### src/rtl/cbm_pkg.sv
// Shared types, character constants and lookup functions of the bracket-matching tokenizer.
package cbm_pkg;

  localparam int unsigned StackDepthDefault = 64;
  localparam int unsigned MaxWordLenDefault = 255;

  localparam logic [7:0] CH_NUL    = 8'h00;
  localparam logic [7:0] CH_TAB    = 8'h09;
  localparam logic [7:0] CH_LF     = 8'h0A;
  localparam logic [7:0] CH_CR     = 8'h0D;
  localparam logic [7:0] CH_SPACE  = 8'h20;
  localparam logic [7:0] CH_BANG   = 8'h21;
  localparam logic [7:0] CH_PCT    = 8'h25;
  localparam logic [7:0] CH_AMP    = 8'h26;
  localparam logic [7:0] CH_LPAREN = 8'h28;
  localparam logic [7:0] CH_RPAREN = 8'h29;
  localparam logic [7:0] CH_STAR   = 8'h2A;
  localparam logic [7:0] CH_PLUS   = 8'h2B;
  localparam logic [7:0] CH_COMMA  = 8'h2C;
  localparam logic [7:0] CH_MINUS  = 8'h2D;
  localparam logic [7:0] CH_SLASH  = 8'h2F;
  localparam logic [7:0] CH_SEMI   = 8'h3B;
  localparam logic [7:0] CH_LT     = 8'h3C;
  localparam logic [7:0] CH_EQ     = 8'h3D;
  localparam logic [7:0] CH_GT     = 8'h3E;
  localparam logic [7:0] CH_LSQ    = 8'h5B;
  localparam logic [7:0] CH_RSQ    = 8'h5D;
  localparam logic [7:0] CH_UNDER  = 8'h5F;
  localparam logic [7:0] CH_LCURLY = 8'h7B;
  localparam logic [7:0] CH_BAR    = 8'h7C;
  localparam logic [7:0] CH_RCURLY = 8'h7D;

  typedef enum logic [2:0] {
    MODE_NORMAL, MODE_WORD, MODE_OPER, MODE_LINE, MODE_BLOCK, MODE_BLOCK_STAR, MODE_DISCARD
  } mode_e;

  typedef enum logic [2:0] {
    TOK_WORD, TOK_OPER, TOK_COMMA, TOK_SEMI, TOK_OPEN, TOK_CLOSE, TOK_END, TOK_ERROR
  } tok_e;

  typedef enum logic [3:0] {
    OP_ADD, OP_SUB, OP_MUL, OP_DIV, OP_MOD, OP_ASSIGN, OP_NOT, OP_LT,
    OP_GT, OP_AND, OP_OR, OP_EQ, OP_NE, OP_LE, OP_GE
  } op_e;

  typedef enum logic [2:0] {
    ERR_NONE, ERR_BAD_CHAR, ERR_LONE_AMP_BAR, ERR_MISMATCH, ERR_UNCLOSED_BLOCK,
    ERR_UNCLOSED_COMMENT, ERR_OVERFLOW
  } err_e;

  typedef enum logic [1:0] {BRK_ROUND, BRK_CURLY, BRK_SQUARE} brk_e;

  typedef enum logic [3:0] {
    CL_BAD, CL_WORD, CL_OP, CL_COMMA, CL_SEMI, CL_SPACE, CL_OPEN, CL_CLOSE, CL_END
  } class_e;

  typedef struct packed {
    tok_e        kind;
    op_e         op;
    brk_e        brk;
    logic [6:0]  depth;
    logic [7:0]  len;
    err_e        err;
    logic        last;
  } result_t;

  typedef struct packed {
    logic [1:0] count;
    result_t    r0;
    result_t    r1;
  } scan_out_t;

  localparam result_t RES_IDLE = '0;

  function automatic class_e char_class(input logic [7:0] b);
    class_e c;
    c = CL_BAD;
    if ((b >= 8'h30 && b <= 8'h39) || (b >= 8'h41 && b <= 8'h5A) ||
        (b >= 8'h61 && b <= 8'h7A) || b == CH_UNDER) begin
      c = CL_WORD;
    end else begin
      case (b)
        CH_NUL:                                   c = CL_END;
        CH_TAB, CH_LF, CH_CR, CH_SPACE:           c = CL_SPACE;
        CH_BANG, CH_PCT, CH_AMP, CH_STAR, CH_PLUS,
        CH_MINUS, CH_SLASH, CH_LT, CH_EQ, CH_GT,
        CH_BAR:                                   c = CL_OP;
        CH_COMMA:                                 c = CL_COMMA;
        CH_SEMI:                                  c = CL_SEMI;
        CH_LPAREN, CH_LSQ, CH_LCURLY:             c = CL_OPEN;
        CH_RPAREN, CH_RSQ, CH_RCURLY:             c = CL_CLOSE;
        default:                                  c = CL_BAD;
      endcase
    end
    return c;
  endfunction

  function automatic op_e op_of(input logic [7:0] b);
    op_e o;
    case (b)
      CH_PLUS:  o = OP_ADD;
      CH_MINUS: o = OP_SUB;
      CH_STAR:  o = OP_MUL;
      CH_SLASH: o = OP_DIV;
      CH_PCT:   o = OP_MOD;
      CH_EQ:    o = OP_ASSIGN;
      CH_BANG:  o = OP_NOT;
      CH_LT:    o = OP_LT;
      CH_GT:    o = OP_GT;
      CH_AMP:   o = OP_AND;
      default:  o = OP_OR;
    endcase
    return o;
  endfunction

  function automatic brk_e brk_of(input logic [7:0] b);
    brk_e k;
    if (b == CH_LPAREN || b == CH_RPAREN) begin
      k = BRK_ROUND;
    end else if (b == CH_LCURLY || b == CH_RCURLY) begin
      k = BRK_CURLY;
    end else begin
      k = BRK_SQUARE;
    end
    return k;
  endfunction

  function automatic result_t mk_result(input tok_e kind, input op_e op, input brk_e brk,
                                        input logic [6:0] depth, input logic [7:0] len,
                                        input err_e err);
    result_t r;
    r.kind  = kind;
    r.op    = op;
    r.brk   = brk;
    r.depth = depth;
    r.len   = len;
    r.err   = err;
    r.last  = 1'b0;
    return r;
  endfunction

endpackage

### src/rtl/cbm_ram.sv
// Generic single-write, single-read RAM with registered read data.
module cbm_ram #(
  parameter int unsigned WIDTH = 2,
  parameter int unsigned DEPTH = 64
) (
  input  logic                     clk_i,
  input  logic                     we_i,
  input  logic [$clog2(DEPTH)-1:0] waddr_i,
  input  logic [WIDTH-1:0]         wdata_i,
  input  logic [$clog2(DEPTH)-1:0] raddr_i,
  output logic [WIDTH-1:0]         rdata_o
);

  logic [WIDTH-1:0] mem_q [DEPTH];
  logic [WIDTH-1:0] rdata_q;

  always_ff @(posedge clk_i) begin
    if (we_i) begin
      mem_q[waddr_i] <= wdata_i;
    end
    rdata_q <= mem_q[raddr_i];
  end

  assign rdata_o = rdata_q;

endmodule

### src/rtl/cbm_scan.sv
// Scanner state, bracket stack and per-byte token decision.
module cbm_scan import cbm_pkg::*; #(
  parameter int unsigned STACK_DEPTH  = StackDepthDefault,
  parameter int unsigned MAX_WORD_LEN = MaxWordLenDefault
) (
  input  logic        clk_i,
  input  logic        rst_ni,
  input  logic        acc_i,
  input  logic [7:0]  source_byte_i,
  output scan_out_t   res_o
);

  localparam int unsigned SPW = $clog2(STACK_DEPTH + 1);
  localparam int unsigned AW  = $clog2(STACK_DEPTH);
  localparam int unsigned WCW = $clog2(MAX_WORD_LEN + 1);

  mode_e          mode_q, mode_d;
  op_e            pend_q, pend_d;
  logic [WCW-1:0] wc_q, wc_d;
  logic [SPW-1:0] sp_q, sp_d;
  brk_e           tos_q, tos_d;
  logic           byp_q;
  brk_e           byp_data_q;

  logic [1:0]     ram_rdata;
  brk_e           below;
  logic [SPW-1:0] sp_rd, sp_wr, sp_adr;

  class_e         cls;
  brk_e           k;
  logic [7:0]     b;
  logic [7:0]     wlen;
  op_e            two;
  logic           two_v;
  logic           push, pop, clear, do_plain;
  logic           pre_v, pl_v;
  result_t        pre, pl;

  assign below = byp_q ? byp_data_q : brk_e'(ram_rdata);

  always_comb begin
    b    = source_byte_i;
    cls  = char_class(b);
    k    = brk_of(b);
    wlen = (32'(wc_q) > 32'd255) ? 8'd255 : 8'(wc_q);

    mode_d   = mode_q;
    pend_d   = pend_q;
    wc_d     = wc_q;
    sp_d     = sp_q;
    tos_d    = tos_q;
    push     = 1'b0;
    pop      = 1'b0;
    clear    = 1'b0;
    do_plain = 1'b0;
    pre_v    = 1'b0;
    pre      = RES_IDLE;
    pl_v     = 1'b0;
    pl       = RES_IDLE;
    two      = OP_ADD;
    two_v    = 1'b0;

    case (mode_q)
      MODE_WORD: begin
        if (cls == CL_WORD) begin
          if (32'(wc_q) < 32'(MAX_WORD_LEN)) begin
            wc_d = wc_q + 1'b1;
          end
        end else begin
          pre_v    = 1'b1;
          pre      = mk_result(TOK_WORD, OP_ADD, BRK_ROUND, 7'(sp_q), wlen, ERR_NONE);
          wc_d     = '0;
          do_plain = 1'b1;
        end
      end
      MODE_OPER: begin
        pend_d = OP_ADD;
        if (pend_q == OP_AND && b == CH_AMP) begin
          two_v = 1'b1;
          two   = OP_AND;
        end else if (pend_q == OP_OR && b == CH_BAR) begin
          two_v = 1'b1;
          two   = OP_OR;
        end else if (b == CH_EQ && pend_q >= OP_ASSIGN && pend_q <= OP_GT) begin
          // Assign, not, less and greater each pair with '=' to the code six places on.
          two_v = 1'b1;
          two   = op_e'(pend_q + 4'd6);
        end
        if (two_v) begin
          pre_v  = 1'b1;
          pre    = mk_result(TOK_OPER, two, BRK_ROUND, 7'(sp_q), 8'd0, ERR_NONE);
          mode_d = MODE_NORMAL;
        end else if (pend_q == OP_DIV && b == CH_SLASH) begin
          mode_d = MODE_LINE;
        end else if (pend_q == OP_DIV && b == CH_STAR) begin
          mode_d = MODE_BLOCK;
        end else if (pend_q == OP_AND || pend_q == OP_OR) begin
          pre_v = 1'b1;
          pre   = mk_result(TOK_ERROR, OP_ADD, BRK_ROUND, 7'(sp_q), 8'd0, ERR_LONE_AMP_BAR);
          if (b == CH_NUL) begin
            clear = 1'b1;
          end else begin
            mode_d = MODE_DISCARD;
          end
        end else begin
          pre_v    = 1'b1;
          pre      = mk_result(TOK_OPER, pend_q, BRK_ROUND, 7'(sp_q), 8'd0, ERR_NONE);
          do_plain = 1'b1;
        end
      end
      MODE_LINE: begin
        if (b == CH_LF) begin
          mode_d = MODE_NORMAL;
        end else if (b == CH_NUL) begin
          do_plain = 1'b1;
        end
      end
      MODE_BLOCK, MODE_BLOCK_STAR: begin
        if (b == CH_NUL) begin
          pre_v = 1'b1;
          pre   = mk_result(TOK_ERROR, OP_ADD, BRK_ROUND, 7'(sp_q), 8'd0,
                            ERR_UNCLOSED_COMMENT);
          clear = 1'b1;
        end else if (b == CH_STAR) begin
          mode_d = MODE_BLOCK_STAR;
        end else if (b == CH_SLASH && mode_q == MODE_BLOCK_STAR) begin
          mode_d = MODE_NORMAL;
        end else begin
          mode_d = MODE_BLOCK;
        end
      end
      MODE_DISCARD: begin
        if (b == CH_NUL) begin
          clear = 1'b1;
        end
      end
      default: begin
        do_plain = 1'b1;
      end
    endcase

    if (do_plain) begin
      mode_d = MODE_NORMAL;
      case (cls)
        CL_WORD: begin
          mode_d = MODE_WORD;
          wc_d   = WCW'(1);
        end
        CL_OP: begin
          pend_d = op_of(b);
          mode_d = MODE_OPER;
        end
        CL_COMMA: begin
          pl_v = 1'b1;
          pl   = mk_result(TOK_COMMA, OP_ADD, BRK_ROUND, 7'(sp_q), 8'd0, ERR_NONE);
        end
        CL_SEMI: begin
          pl_v = 1'b1;
          pl   = mk_result(TOK_SEMI, OP_ADD, BRK_ROUND, 7'(sp_q), 8'd0, ERR_NONE);
        end
        CL_SPACE: begin
          mode_d = MODE_NORMAL;
        end
        CL_OPEN: begin
          pl_v = 1'b1;
          if (sp_q >= SPW'(STACK_DEPTH)) begin
            pl     = mk_result(TOK_ERROR, OP_ADD, BRK_ROUND, 7'(sp_q), 8'd0, ERR_OVERFLOW);
            mode_d = MODE_DISCARD;
          end else begin
            push = 1'b1;
            pl   = mk_result(TOK_OPEN, OP_ADD, k, 7'(sp_q + 1'b1), 8'd0, ERR_NONE);
          end
        end
        CL_CLOSE: begin
          pl_v = 1'b1;
          if (sp_q == '0 || tos_q != k) begin
            pl     = mk_result(TOK_ERROR, OP_ADD, BRK_ROUND, 7'(sp_q), 8'd0, ERR_MISMATCH);
            mode_d = MODE_DISCARD;
          end else begin
            pop = 1'b1;
            pl  = mk_result(TOK_CLOSE, OP_ADD, k, 7'(sp_q - 1'b1), 8'd0, ERR_NONE);
          end
        end
        CL_END: begin
          pl_v  = 1'b1;
          clear = 1'b1;
          if (sp_q != '0) begin
            pl = mk_result(TOK_ERROR, OP_ADD, BRK_ROUND, 7'(sp_q), 8'd0, ERR_UNCLOSED_BLOCK);
          end else begin
            pl = mk_result(TOK_END, OP_ADD, BRK_ROUND, 7'(sp_q), 8'd0, ERR_NONE);
          end
        end
        default: begin
          pl_v   = 1'b1;
          pl     = mk_result(TOK_ERROR, OP_ADD, BRK_ROUND, 7'(sp_q), 8'd0, ERR_BAD_CHAR);
          mode_d = MODE_DISCARD;
        end
      endcase
    end

    if (push) begin
      sp_d  = sp_q + 1'b1;
      tos_d = k;
    end
    if (pop) begin
      sp_d  = sp_q - 1'b1;
      tos_d = below;
    end
    if (clear) begin
      mode_d = MODE_NORMAL;
      pend_d = OP_ADD;
      wc_d   = '0;
      sp_d   = '0;
    end

    res_o.count = {1'b0, pre_v} + {1'b0, pl_v};
    if (pre_v) begin
      res_o.r0      = pre;
      res_o.r1      = pl;
      res_o.r0.last = !pl_v;
      res_o.r1.last = pl_v;
    end else begin
      res_o.r0      = pl;
      res_o.r1      = RES_IDLE;
      res_o.r0.last = pl_v;
    end
  end

  // The top entry lives in tos_q; the RAM holds the entries below it. The RAM
  // is read one below the next top, and a push forwards the old top around it.
  assign sp_rd  = (acc_i ? sp_d : sp_q) - SPW'(2);
  assign sp_wr  = sp_q - 1'b1;
  assign sp_adr = sp_rd;

  cbm_ram #(
    .WIDTH (2),
    .DEPTH (STACK_DEPTH)
  ) u_stack (
    .clk_i   (clk_i),
    .we_i    (acc_i && push && sp_q != '0),
    .waddr_i (sp_wr[AW-1:0]),
    .wdata_i (tos_q),
    .raddr_i (sp_adr[AW-1:0]),
    .rdata_o (ram_rdata)
  );

  always_ff @(posedge clk_i or negedge rst_ni) begin
    if (!rst_ni) begin
      mode_q <= MODE_NORMAL;
      pend_q <= OP_ADD;
      wc_q   <= '0;
      sp_q   <= '0;
      byp_q  <= 1'b0;
    end else begin
      byp_q <= acc_i && push;
      if (acc_i) begin
        mode_q <= mode_d;
        pend_q <= pend_d;
        wc_q   <= wc_d;
        sp_q   <= sp_d;
      end
    end
  end

  always_ff @(posedge clk_i) begin
    byp_data_q <= tos_q;
    if (acc_i) begin
      tos_q <= tos_d;
    end
  end

  a_sp_bound: assert property (@(posedge clk_i) disable iff (!rst_ni)
    sp_q <= SPW'(STACK_DEPTH))
    else $error("bracket stack pointer beyond stack depth");

  a_word_count: assert property (@(posedge clk_i) disable iff (!rst_ni)
    mode_q == MODE_WORD |-> wc_q != '0)
    else $error("word mode with an empty character count");

  a_discard_silent: assert property (@(posedge clk_i) disable iff (!rst_ni)
    acc_i && mode_q == MODE_DISCARD |-> res_o.count == 2'd0)
    else $error("discard mode produced a result");

  a_push_depth: assert property (@(posedge clk_i) disable iff (!rst_ni)
    acc_i && push |=> sp_q == $past(sp_q) + 1'b1)
    else $error("open bracket did not deepen the stack");

endmodule

### src/rtl/char_tokenizer_bracket_matcher.sv
// Top level of the character tokenizer with bracket matching and its result queue.
//
// Input channel: one source byte per item on source_byte_i, taken when in_valid_i
// is high and in_stall_o is low. A zero byte ends the text.
// Output channel: one token per item on the result ports, taken when out_valid_o
// is high and out_stall_i is low. last_of_run_o marks the final token of a byte.
// A byte gives zero, one or two tokens. Its tokens are registered into a
// three-entry result queue, whose head drives the result ports.
// Throughput is one byte per cycle while each byte gives at most one token and the
// receiver keeps up; a byte that gives two tokens can hold back the next byte,
// since the queue stalls the input once two tokens are waiting.
// The bracket stack keeps its top in a register and the rest in a RAM addressed
// from the next stack pointer, so a bracket can be pushed or popped on every byte.
// Reset empties the queue and the stack and puts the scanner in normal mode;
// the stack RAM needs no clearing pass. When the receiver stalls, the head token
// holds and the queue fills; input stalls at two queued tokens.
module char_tokenizer_bracket_matcher import cbm_pkg::*; #(
  parameter int unsigned STACK_DEPTH  = StackDepthDefault,
  parameter int unsigned MAX_WORD_LEN = MaxWordLenDefault
) (
  input  logic       clk_i,
  input  logic       rst_ni,
  input  logic       in_valid_i,
  output logic       in_stall_o,
  input  logic [7:0] source_byte_i,
  output logic       out_valid_o,
  input  logic       out_stall_i,
  output logic [2:0] token_kind_o,
  output logic [3:0] operator_code_o,
  output logic [1:0] bracket_kind_o,
  output logic [6:0] nest_depth_o,
  output logic [7:0] word_length_o,
  output logic [2:0] error_code_o,
  output logic       last_of_run_o
);

  logic       acc;
  logic       pop;
  scan_out_t  res;
  result_t    q_q [3];
  result_t    q_d [3];
  result_t    sh  [3];
  logic [1:0] cnt_q, cnt_d;
  logic [1:0] base;
  logic [1:0] n;

  assign in_stall_o  = cnt_q >= 2'd2;
  assign acc         = in_valid_i && !in_stall_o;
  assign out_valid_o = cnt_q != 2'd0;
  assign pop         = out_valid_o && !out_stall_i;

  cbm_scan #(
    .STACK_DEPTH  (STACK_DEPTH),
    .MAX_WORD_LEN (MAX_WORD_LEN)
  ) u_scan (
    .clk_i         (clk_i),
    .rst_ni        (rst_ni),
    .acc_i         (acc),
    .source_byte_i (source_byte_i),
    .res_o         (res)
  );

  always_comb begin
    base  = cnt_q - {1'b0, pop};
    n     = acc ? res.count : 2'd0;
    sh[0] = pop ? q_q[1] : q_q[0];
    sh[1] = pop ? q_q[2] : q_q[1];
    sh[2] = q_q[2];
    for (int i = 0; i < 3; i++) begin
      q_d[i] = sh[i];
      if (n != 2'd0 && 2'(i) == base) begin
        q_d[i] = res.r0;
      end
      if (n == 2'd2 && 2'(i) == 2'(base + 2'd1)) begin
        q_d[i] = res.r1;
      end
    end
    cnt_d = base + n;
  end

  always_ff @(posedge clk_i or negedge rst_ni) begin
    if (!rst_ni) begin
      cnt_q <= 2'd0;
    end else begin
      cnt_q <= cnt_d;
    end
  end

  always_ff @(posedge clk_i) begin
    for (int i = 0; i < 3; i++) begin
      q_q[i] <= q_d[i];
    end
  end

  assign token_kind_o    = q_q[0].kind;
  assign operator_code_o = q_q[0].op;
  assign bracket_kind_o  = q_q[0].brk;
  assign nest_depth_o    = q_q[0].depth;
  assign word_length_o   = q_q[0].len;
  assign error_code_o    = q_q[0].err;
  assign last_of_run_o   = q_q[0].last;

  a_run_complete: assert property (@(posedge clk_i) disable iff (!rst_ni)
    out_valid_o && !last_of_run_o |-> cnt_q >= 2'd2)
    else $error("first token of a pair is shown without its partner queued");

  a_error_code: assert property (@(posedge clk_i) disable iff (!rst_ni)
    out_valid_o |-> ((token_kind_o == TOK_ERROR) == (error_code_o != ERR_NONE)))
    else $error("error code does not agree with token kind");

  a_queue_room: assert property (@(posedge clk_i) disable iff (!rst_ni)
    acc && res.count == 2'd2 && !pop |=> cnt_q == $past(cnt_q) + 2'd2)
    else $error("result queue lost a token");

endmodule

### config.mk
export PLATFORM = sky130hd
export DESIGN_NAME = char_tokenizer_bracket_matcher
export DESIGN_NICKNAME = d
export VERILOG_FILES = /design/src/rtl/cbm_pkg.sv /design/src/rtl/cbm_ram.sv /design/src/rtl/cbm_scan.sv /design/src/rtl/char_tokenizer_bracket_matcher.sv
export SDC_FILE = /design/constraint.sdc
export NUM_CORES = 1
export LEC_CHECK = 0
export BUFFER_PORTS_ARGS = -buffer_cell sky130_fd_sc_hd__buf_2
export CAP_MARGIN = 5
export CORE_ASPECT_RATIO = 1.75
export CORE_MARGIN = 3
export CORE_UTILIZATION = 50
export CTS_BUF_LIST = sky130_fd_sc_hd__clkbuf_4 sky130_fd_sc_hd__clkbuf_8
export DETAILED_ROUTE_END_ITERATION = 8
export MAX_ROUTING_LAYER = met4
export PLACE_DENSITY = 0.65
export SYNTH_ARGS = -nofsm -noshare
export SYNTH_HDL_FRONTEND = slang
export SYNTH_HIERARCHICAL = 1
export SYNTH_SLANG_ARGS = --single-unit
### constraint.sdc
create_clock -name clk_i -period 18 [get_ports clk_i]
set_input_delay 3.6 -clock clk_i [delete_from_list [all_inputs] [get_ports clk_i]]
set_output_delay 3.6 -clock clk_i [all_outputs]
set_load 0.02 [all_outputs]
==> impl_results.md, run 1 <==
- Max Slew Vio Count: 0
- Clock skew: roughly 18 ps
- CTS H-tree lvls: 2
- First-pass GRT wire length: 56100 um
- Synth unique cells: 95
- Commonest non-fill, non-tap cell in the layout: edfxtp_1
- Num CTS Buffers: 38
- Core area: ~28000 um^2
- CTS Hold Buffers Added: 0
- Ports: 42
- Total of max-cap violations: 0
- Drt drc: 0
- Latest clock arrival within the worst-skew pair: between 500 and 600 ps
- Area after DPL: 14400 um^2
- Num rows: just over 80
- Via density: 6.29
- GRT met3 Usage: 2.89%
- Setup tns final: 0 ps
- DRT Pass-1 Iters: 5
- DRT antenna net count: 0
- Routed length per instance: between 20 and 25 um
- Port bufs: 41
- Initial antenna violation count: 2
- Sink Count: roughly 240
- Yosys warns: 6
- Final instance area: approximately 15000 um^2
- Critical path startpoint category: input port
- CP Capture Type: flip-flop
- Compound-gate portion of the synthesized area: roughly 14%
- GR Util met1: between 20% and 30%
- PwrDens: 133 nW/um^2
- TritonCTS clock tree: done
- Max IR drop VDD: 103 uV
- Largest family of logic cells by synthesized area: simple AND/OR/NAND/NOR gates
- Fin. Hold Viols: 0
- Post-CTS Setup Inserts: 0
- Slew @ Worst Pin: approximately 1200 ps
- Vias in the first global route: ~10000
- Slew HR: 20.7%
- CP arrival: 9060 ps
- Post-synth EDFFs: about 210
- Status: complete, no violations
- Deepest clock path buffer count: 3
- Xor and xnor area share after synthesis: less than 1%
- Die height: roughly 230 um
- CP max FO: 34
- Mux share of post-synthesis cell area: between 8 and 9%
- GRT Util Overall: about a quarter
- FFs w/ async S/R, synth: between 10% and 20%
- Final #Nets: 1295
- Register area share after synthesis: around 50%
- Flops & latches, synth: ~240
- CTS root buf: clkbuf_8
- Leakage: 5.00 nW
- Mapped cell area: about 14000 um^2
- Crit Path Class: in -> reg
- Post-route minimum period: about 8700 ps
- Width of the die: about 130 um
- Met2 GRT Util: around 43%
- Main synth FF type: edfxtp_1
- Initial Util: between 50% and 60%
- Detailed placement HPWL: 24800 um
- Final setup fails: 0
- Most frequent cells in the layout: 214 x edfxtp_1, 110 x nor2_1, 84 x nand2_1
- Simple-gate portion of the synthesized area: approximately 18%
- Routed via count: 10600
- Routability congestion estimate from global placement: 0.860
- Congestion Overflow GR: 0
- Min-delay worst type: reg -> reg
- Post-Synth Adder-Cell Area: less than 1%
- Period Utilization, post-route: between 40% and 50%
- Clock-pin slew on the worst setup and hold paths: ~60 ps
- Full die area: 30900 um^2
- Avg Cell Area, Syn: ~11 um^2
- Largest net degree at the start of global routing: 86
- GRT busiest layer: met2
- Area Growth Syn to Fin: 5.47%
- Fin cells: 1678
- WP data required: about 18000 ps
- Share of post-route cells with drive strength above 1: between 10 and 15%
- Pwr Total: about 2.0 mW
- DR iter-0 viols: roughly 930
- Hold WS: approximately 560 ps
- Post-Route WL: around 36000 um
- Unrepaired setup endpoints after global routing: no
- Fmax achieved: between 100 and 150 MHz
- Post-cts sizing count: 0
- Cells after synthesis: approximately 1300
- Inst Count DP: 1607
-- metrics by stage --
stage / setup slack (ps) / util [%]
CTS: 9430 / 53.9
finish: 9350 / 53.9
floorplan: 8730 / -
global placement: 9010 / 51.2
global route: 8890 / 53.9
detailed placement: 8830 / 51.2
-- critical path, stage by stage --
cell	delay, ps
buf_2	240
nor4_1	590
nor4b_1	170
nor4b_2	1030
a311o_2	430
nand2_1	180
o32ai_1	300
a22o_1	220
inv_1	50
buf_4	250
ha_1	270
xor2_1	730
nand2_1	100
a2111oi_0	400
a311oi_1	80
a311oi_1	310
a311oi_1	70
-- routing by layer --
metal  vias up  part of all wire, %  wire, um
met5         -                    0         0
met1      5100                   35     12800
met2       384                   54     19700
met3       129                  4.3      1570
met4         0                  6.1      2230
li1       4947                    -         -
-- report_power, final --
group	internal [mW]	leakage [nW]	total [mW]	switching [mW]
clock	0.252	0.414	0.477	0.225
combinational	0.232	2.24	0.785	0.553
sequential	0.716	2.35	0.753	0.0373
-- final timing paths --
path                            cells past startpoint  slack (ps)                    startpoint                                 to
worst min-delay path                                2         560    u_scan/wc_q[5]$_DFFE_PN0P_         u_scan/wc_q[5]$_DFFE_PN0P_
max in group asynchronous                           1       14460                        rst_ni           u_scan/sp_q[2]$_DFF_PN0_
worst max register to register                     16       12320  u_scan/mode_q[2]$_DFFE_PN0P_  u_scan/u_stack/rdata_o[1]$_DFF_P_
worst min register to register                      2         560    u_scan/wc_q[5]$_DFFE_PN0P_         u_scan/wc_q[5]$_DFFE_PN0P_
min in group asynchronous                           1        3070                        rst_ni         u_scan/wc_q[2]$_DFFE_PN0P_
worst max-delay path                               17        9350              source_byte_i[1]  u_scan/u_stack/rdata_o[1]$_DFF_P_
-- cells in the mapped netlist (22+ instances only) --
| cell type | instances | area share [%] |
|---|---|---|
| nor2_1 | 111 | 2.9 |
| nor3_1 | 81 | 2.8 |
| nand2_1 | 84 | 2.2 |
| buf_2 | 22 | 0.77 |
| buf_4 | 45 | 2.4 |
| dfrtp_1 | 25 | 4.4 |
| a21oi_1 | 34 | 1.2 |
| o31ai_1 | 62 | 3.2 |
| o21ai_0 | 41 | 1.4 |
| a31oi_1 | 64 | 2.8 |
| or4_1 | 56 | 2.9 |
| edfxtp_1 | 214 | 45 |
| mux4_1 | 22 | 4.0 |
| nand3_1 | 29 | 1.0 |
| inv_1 | 52 | 1.4 |
| clkbuf_1 | 74 | 1.9 |
-- sequential cells by signal, summed over array words and instances, names as in the netlist --
| register | count |
|---|---|
| u_scan/mode_q | 3 |
| u_scan/u_stack/rdata_o | 2 |
| u_scan/tos_q | 2 |
| u_scan/pend_q | 4 |
| u_scan/byp_data_q | 2 |
| u_scan/wc_q | 8 |
| cnt_q | 2 |
| u_scan/sp_q | 7 |
| u_scan/u_stack/mem_q | 128 |
| q_q | 84 |
| u_scan/byp_q | 1 |
-- area by class of cell --
type                            count  area, um^2
Tap cell                          373         467
Inverter                           52         195
Timing Repair Buffer               63         370
Multi-Input combinational cell    876        6200
Antenna cell                        2        5.00
Clock inverter                     16         119
Fill cell                        2479       12900
Clock buffer                       53         648
Sequential cell                   243        7130
-- cell families (layout without fill, tap and decap cells) --
family / after synthesis / count (layout)
xor+xnor: 15 / 15
fa+ha+maj: 9 / 9
compound gates: 291 / 291
buf+inv: 217 / 184
mux: 65 / 65
simple gates: 484 / 484
other cells: 1 / 14
flops: 243 / 243
No activity file was read; power rests on OpenSTA's default activity.
==> inputs of run 2 (changes only) <==
--- a/config.mk
+++ b/config.mk
@@ -13,7 +13,7 @@
 export CTS_BUF_LIST = sky130_fd_sc_hd__clkbuf_4 sky130_fd_sc_hd__clkbuf_8
 export DETAILED_ROUTE_END_ITERATION = 8
 export MAX_ROUTING_LAYER = met4
-export PLACE_DENSITY = 0.65
+export PLACE_DENSITY = 0.68
 export SYNTH_ARGS = -nofsm -noshare
 export SYNTH_HDL_FRONTEND = slang
 export SYNTH_HIERARCHICAL = 1
==> constraint.sdc (replaced) <==
create_clock -name clk_i -period 7.6 [get_ports clk_i]
set_input_delay 1.52 -clock clk_i [delete_from_list [all_inputs] [get_ports clk_i]]
set_output_delay 1.52 -clock clk_i [all_outputs]
set_load 0.02 [all_outputs]
==> impl_results.md, run 2 (same netlist as run 1, synthesis figures left out) <==
- Fmax achieved: between 150 and 200 MHz
- Slew @ Worst Pin: 1390 ps (+208 ps)
- Initial Util: 51.1% (unchanged)
- Die height: 230 um (unchanged)
- Congestion Overflow GR: 0 (unchanged)
- Post-route minimum period: 5950 ps
- Core area: 28100 um^2 (unchanged)
- Vias in the first global route: 10300 (+1.5%)
- Unrepaired setup endpoints after global routing: no
- Setup tns final: 0 ps (unchanged)
- Period Utilization, post-route: between 70 and 80%
- Ports: 42 (unchanged)
- Final #Nets: 1296 (+0.077%)
- Final Core Density: 53.9% (unchanged)
- Sw Ratio: 40.4% (-0.061 points)
- Via density: 6.35 (+0.90%)
- Top Registers: u_scan/u_stack/mem_q x128, q_q x84, u_scan/wc_q x8
- Crit Path Class: in -> reg
- Inst Count DP: 1608 (+0.062%)
- Reg power frac: 37.4% (about the same)
- TritonCTS clock tree: done
- WP data required: 8020 ps (-10390 ps)
- DRT antenna net count: 0 (unchanged)
- Leakage: 4.99 nW (-0.19%)
- CTS root buf: clkbuf_8
- Largest reg by FF count: u_scan/u_stack/mem_q
- Routability congestion estimate from global placement: 0.914 (+6.3%)
- Width of the die: 134 um (unchanged)
- Port bufs: 41 (unchanged)
- First-pass GRT wire length: 56000 um (-0.15%)
- Commonest non-fill, non-tap cell in the layout: edfxtp_1
- Max reg flops: 128 (unchanged)
- Final setup fails: 0 (unchanged)
- Status: complete, no violations
- PwrDens: 316 nW/um^2 (+140%)
- P_int: 2.85 mW (+140%)
- Drt drc: 0 (unchanged)
- Max Slew Vio Count: 0 (unchanged)
- Pwr Total: 4.78 mW (+140%)
- Share of total power in the clock network: 23.0% (-0.7 points)
- Min-delay worst type: reg -> reg
- CP max FO: 37 (+8.8%)
- Full die area: 30900 um^2 (unchanged)
- Post-Route WL: 35700 um (-1.7%)
- Initial antenna violation count: 3 (+1)
- CP Capture Type: flip-flop
- Psw: 1.93 mW (+140%)
- Critical path startpoint category: input port
- Fin. Hold Viols: 0 (unchanged)
- Share of post-route cells with drive strength above 1: 14.2% (-0.23 points)
- Setup WS post-layout: 1650 ps (-7700 ps)
- Latest clock arrival within the worst-skew pair: 570 ps (about the same)
- Area after DPL: 14400 um^2 (+0.14%)
- Final instance area: 15100 um^2 (unchanged)
- Fin cells: 1680 (+0.12%)
- Deepest clock path buffer count: 3 (unchanged)
- Num CTS Buffers: 38 (unchanged)
- Area Growth Syn to Fin: 5.47% (unchanged)
- CP arrival: 6370 ps (-2690 ps)
- Post-cts sizing count: 0 (unchanged)
- Most frequent cells in the layout: 214 x edfxtp_1, 110 x nor2_1, 84 x nand2_1
- Post-place setup slack: 1090 ps (-7740 ps)
- DRT Pass-1 Iters: 6 (+1)
- CTS Hold Buffers Added: 0 (unchanged)
- Total of max-cap violations: 0 (unchanged)
- Comb pwr share: 39.6% (+0.7 points)
- DR iter-0 viols: 842 (-9.1%)
- Fillers: 2505 (+1.0%)
- Clock-pin slew on the worst setup and hold paths: 70 ps (about the same)
- Post-CTS Setup Inserts: 0 (unchanged)
- GRT Util Overall: 23.4% (-0.28 points)
- Num rows: 81 (unchanged)
- CTS H-tree lvls: 2 (unchanged)
- Slew HR: 7.00% (-14 points)
- Sink Count: 243 (unchanged)
- Largest net degree at the start of global routing: 87 (+1.2%)
- Routed via count: 10700 (+1.0%)
- Routed length per instance: 21.2 um (-1.8%)
- Max IR drop VDD: 303 uV (+190%)
- Detailed placement HPWL: 24500 um (-1.5%)
- Clock skew: 17.5 ps (-0.877 ps)
- Hold WS: 545 ps (-10.9 ps)
run 2: changes by cell type in the layout (fill, tap and decap cells not counted), sizes merged:
cell | before | now
clkbuf | 53 | 51
clkinv | 11 | 13
diode | 2 | 4
inv | 56 | 54
buf | 63 | 64
clkinvlp | 0 | 1
run 2: path summary, 6_finish.rpt:
path                                                           to                          from  slack, ps  cells after the start
worst min register to register         u_scan/wc_q[5]$_DFFE_PN0P_    u_scan/wc_q[5]$_DFFE_PN0P_        550                      2
worst min-delay path                   u_scan/wc_q[5]$_DFFE_PN0P_    u_scan/wc_q[5]$_DFFE_PN0P_        550                      2
worst max-delay path            u_scan/u_stack/rdata_o[1]$_DFF_P_              source_byte_i[1]       1650                     17
min in group asynchronous            u_scan/pend_q[0]$_DFFE_PN0P_                        rst_ni        980                      1
worst max register to register  u_scan/u_stack/rdata_o[1]$_DFF_P_  u_scan/pend_q[1]$_DFFE_PN0P_       2440                     15
max in group asynchronous            u_scan/mode_q[1]$_DFFE_PN0P_                        rst_ni       6180                      1
run 2: cell type report:
| type | instances | area, um^2 | share of cell area [%] |
|---|---|---|---|
| diodes | 4 | 10.0 | 0.0661 |
| clock buffers | 51 | 621 | 4.10 |
| clock inverters | 17 | 121 | 0.802 |
| inverters | 52 | 195 | 1.29 |
| multi-input cells | 876 | 6200 | 41.0 |
| flip-flops and latches | 243 | 7130 | 47.1 |
| well taps | 373 | 467 | 3.08 |
| repair buffers | 64 | 390 | 2.58 |
run 2: worst max-delay path, stage by stage:
cell      delay, ps
buf_2           370
nor2b_1         210
nor4b_1         200
a211oi_1        630
a311oi_4        270
a41oi_1         280
buf_4           210
o21ai_0         160
nor2_1          260
nor2_1          110
a31oi_4         160
buf_4           520
mux4_1          620
nand3b_1        100
a41oi_1         150
a311oi_1        510
a311oi_1         80
run 2: layer usage:
metal	share of wire, %	global-route usage [%]	routed length [um]
met1	35	24.6	12500
met2	54	42.1	19300
met3	5.3	3.17	1870
met4	5.6	12.5	2000
met5	0	-	0
run 2: power groups by stage:
stage	clock, mW	sequential (mW)	combinational (mW)
CTS	1.12	1.79	1.87
detailed placement	0	1.82	1.86
global route	1.19	1.80	2.06
global placement	0	1.81	1.84
finish	1.10	1.79	1.89
floorplan	0	1.78	1.54
==> inputs of run 3 (changes only) <==
==> constraint.sdc (replaced) <==
create_clock -name clk_i -period 5.3 [get_ports clk_i]
set_input_delay 1.06 -clock clk_i [delete_from_list [all_inputs] [get_ports clk_i]]
set_output_delay 1.06 -clock clk_i [all_outputs]
set_load 0.02 [all_outputs]
==> impl_results.md, run 3 (same netlist as run 1, synthesis figures left out) <==
- Top Registers: u_scan/u_stack/mem_q x128, q_q x84, u_scan/wc_q x8
- GRT busiest layer: met2
- Vias in the first global route: 10500 (+2.0%)
- TritonCTS clock tree: done
- Drt drc: 0 (unchanged)
- Setup tns final: 0 ps (unchanged)
- GRT Util Overall: 24.1% (+0.70 points)
- Post-Route WL: 36100 um (+1.2%)
- Share of total power in the clock network: 23.1% (about the same)
- First-pass GRT wire length: 57300 um (+2.4%)
- Routed via count: 10600 (-0.20%)
- Most frequent cells in the layout: 214 x edfxtp_1, 110 x nor2_1, 84 x nand2_1
- Post-cts sizing count: 0 (unchanged)
- Max Slew Vio Count: 0 (unchanged)
- Sw Ratio: 39.4% (-1.1 points)
- Met2 GRT Util: 43.6% (+1.5 points)
- Commonest non-fill, non-tap cell in the layout: edfxtp_1
- DRT Pass-1 Iters: 5 (-1)
- Area of the multi-input gates: 6210 um^2 (about the same)
- Leakage: 5.30 nW (+6.3%)
- Crit Path Class: in -> reg
- Share of post-route cells with drive strength above 1: 18.0% (+3.8 points)
- Fin. Hold Viols: 0 (unchanged)
- Clock skew: 32.7 ps (+15.2 ps)
- Post-place setup slack: 145 ps (-949 ps)
- Reg power frac: 36.1% (-1.3 points)
- CP max FO: 18 (-51%)
- Routed length per instance: 20.9 um (-1.7%)
- Slew HR: 16.2% (+9.2 points)
- Core area: 28100 um^2 (unchanged)
- Final #Nets: 1350 (+4.2%)
- Period Utilization, post-route: between 80 and 90%
- Clock-pin slew on the worst setup and hold paths: 70 ps (about the same)
- Min-delay worst type: in -> async
- Post-CTS Setup Inserts: 0 (unchanged)
- WP data required: 5760 ps (-2260 ps)
- Num CTS Buffers: 37 (-2.6%)
- Status: complete, no violations
- Slew @ Worst Pin: 1260 ps (-138 ps)
- Critical path startpoint category: input port
- Initial antenna violation count: 2 (-1)
- Initial Util: 51.1% (unchanged)
- Pwr Total: 7.09 mW (+48%)
- Detailed placement HPWL: 25600 um (+4.6%)
- Post-route minimum period: about 4600 ps
- Num rows: 81 (unchanged)
- DR iter-0 viols: 857 (+1.8%)
- Largest reg by FF count: u_scan/u_stack/mem_q
- Final Core Density: 55.8% (+1.9 points)
- Congestion Overflow GR: 0 (unchanged)
- Setup WS post-layout: 672 ps (-981 ps)
- Largest net degree at the start of global routing: 116 (+33%)
- Fillers: 2427 (-3.1%)
- CP arrival: 5090 ps (-1280 ps)
- Max reg flops: 128 (unchanged)
- CP Capture Type: flip-flop
- FF+latch area: 7130 um^2 (unchanged)
- Psw: 2.79 mW (+45%)
- Unrepaired setup endpoints after global routing: no
- Total of max-cap violations: 0 (unchanged)
- Deepest clock path buffer count: 3 (unchanged)
- Routability congestion estimate from global placement: 0.907 (-0.81%)
- Port bufs: 41 (unchanged)
- Fmax achieved: 216 MHz
- Via density: 6.15 (-3.1%)
- Full die area: 30900 um^2 (unchanged)
- Area Growth Syn to Fin: 9.14%
- PwrDens: 452 nW/um^2 (+43%)
- Sink Count: 243 (unchanged)
- GR Util met1: 25.1% (+0.46 points)
- CTS Hold Buffers Added: 0 (unchanged)
- P_int: 4.30 mW (+51%)
- DRT antenna net count: 0 (unchanged)
- Latest clock arrival within the worst-skew pair: 560 ps (about the same)
- CTS root buf: clkbuf_8
- Ports: 42 (unchanged)
- GRT met3 Usage: 3.09% (-0.088 points)
- CTS H-tree lvls: 2 (unchanged)
- Die height: 230 um (unchanged)
- Max IR drop VDD: 390 uV (+29%)
- Final setup fails: 0 (unchanged)
- Width of the die: 134 um (unchanged)
- Comb pwr share: 40.8% (+1.2 points)
[run 3: cell types whose count changed in the layout (fill, tap and decap cells not counted)]
cell / change
buf_12: +6
buf_4: +49
bufinv_16: +2
clkinv_1: -5
clkinv_2: +1
clkinv_8: -1
clkinvlp_4: +2
diode_2: -2
inv_6: -2
inv_8: +1
nand3_1: -1
nand3_2: +1
[run 3: worst paths after layout]
kind | start | to | slack (ps) | cells past startpoint
max in group asynchronous | rst_ni | u_scan/sp_q[5]$_DFF_PN0_ | 4300 | 1
setup reg to reg | u_scan/pend_q[1]$_DFFE_PN0P_ | u_scan/u_stack/rdata_o[0]$_DFF_P_ | 890 | 16
hold reg to reg | u_scan/wc_q[5]$_DFFE_PN0P_ | u_scan/wc_q[5]$_DFFE_PN0P_ | 560 | 2
setup / recovery | source_byte_i[6] | u_scan/u_stack/rdata_o[0]$_DFF_P_ | 670 | 16
min in group clk_i | u_scan/wc_q[5]$_DFFE_PN0P_ | u_scan/wc_q[5]$_DFFE_PN0P_ | 560 | 2
hold / removal | rst_ni | u_scan/sp_q[0]$_DFF_PN0_ | 540 | 1
[run 3: cell type report]
cell class | count | area share (%)
diodes | 2 | 0.0319
clock buffers | 51 | 3.96
repair buffers | 119 | 5.61
well taps | 373 | 2.98
inverters | 52 | 1.25
flip-flops and latches | 243 | 45.5
clock inverters | 15 | 1.02
multi-input cells | 876 | 39.6
[run 3: metrics by stage]
stage | area, um^2 | hold WS [ps] | instances
final | 15700 | 542 | 1731
after global routing | 15700 | 568 | 1731
after CTS | 15700 | 538 | 1729
after detailed placement | 14900 | 535 | 1663
after global placement | 14900 | 515 | 1663
after floorplan | 14400 | 491 | 1336
[run 3: worst max-delay path, stage by stage]
cell      delay, ps
buf_2           160
or4b_4          570
or3_4           410
o22a_4          280
a211oi_2        290
o21ai_0         200
nor2_1          180
nor2_1           90
a31oi_4         210
buf_12          180
buf_12          180
mux4_1          620
a22oi_1         220
a21o_1          140
a21oi_1          60
a211o_1         220
[run 3: power groups by stage]
stage / registers [mW] / clock network (mW) / logic [mW]
2_1_floorplan: 2.54 / 0 / 2.23
3_3_place_gp: 2.59 / 0 / 2.82
3_5_place_dp: 2.60 / 0 / 2.85
4_1_cts: 2.56 / 1.69 / 2.86
5_1_grt: 2.58 / 1.77 / 3.13
6_report: 2.56 / 1.64 / 2.89
[run 3: layer usage]
| metal | routed length, um | part of all wire [%] |
|---|---|---|
| met1 | 12800 | 35 |
| met2 | 19600 | 54 |
| met3 | 1590 | 4.4 |
| met4 | 2150 | 5.9 |
| met5 | 0 | 0 |
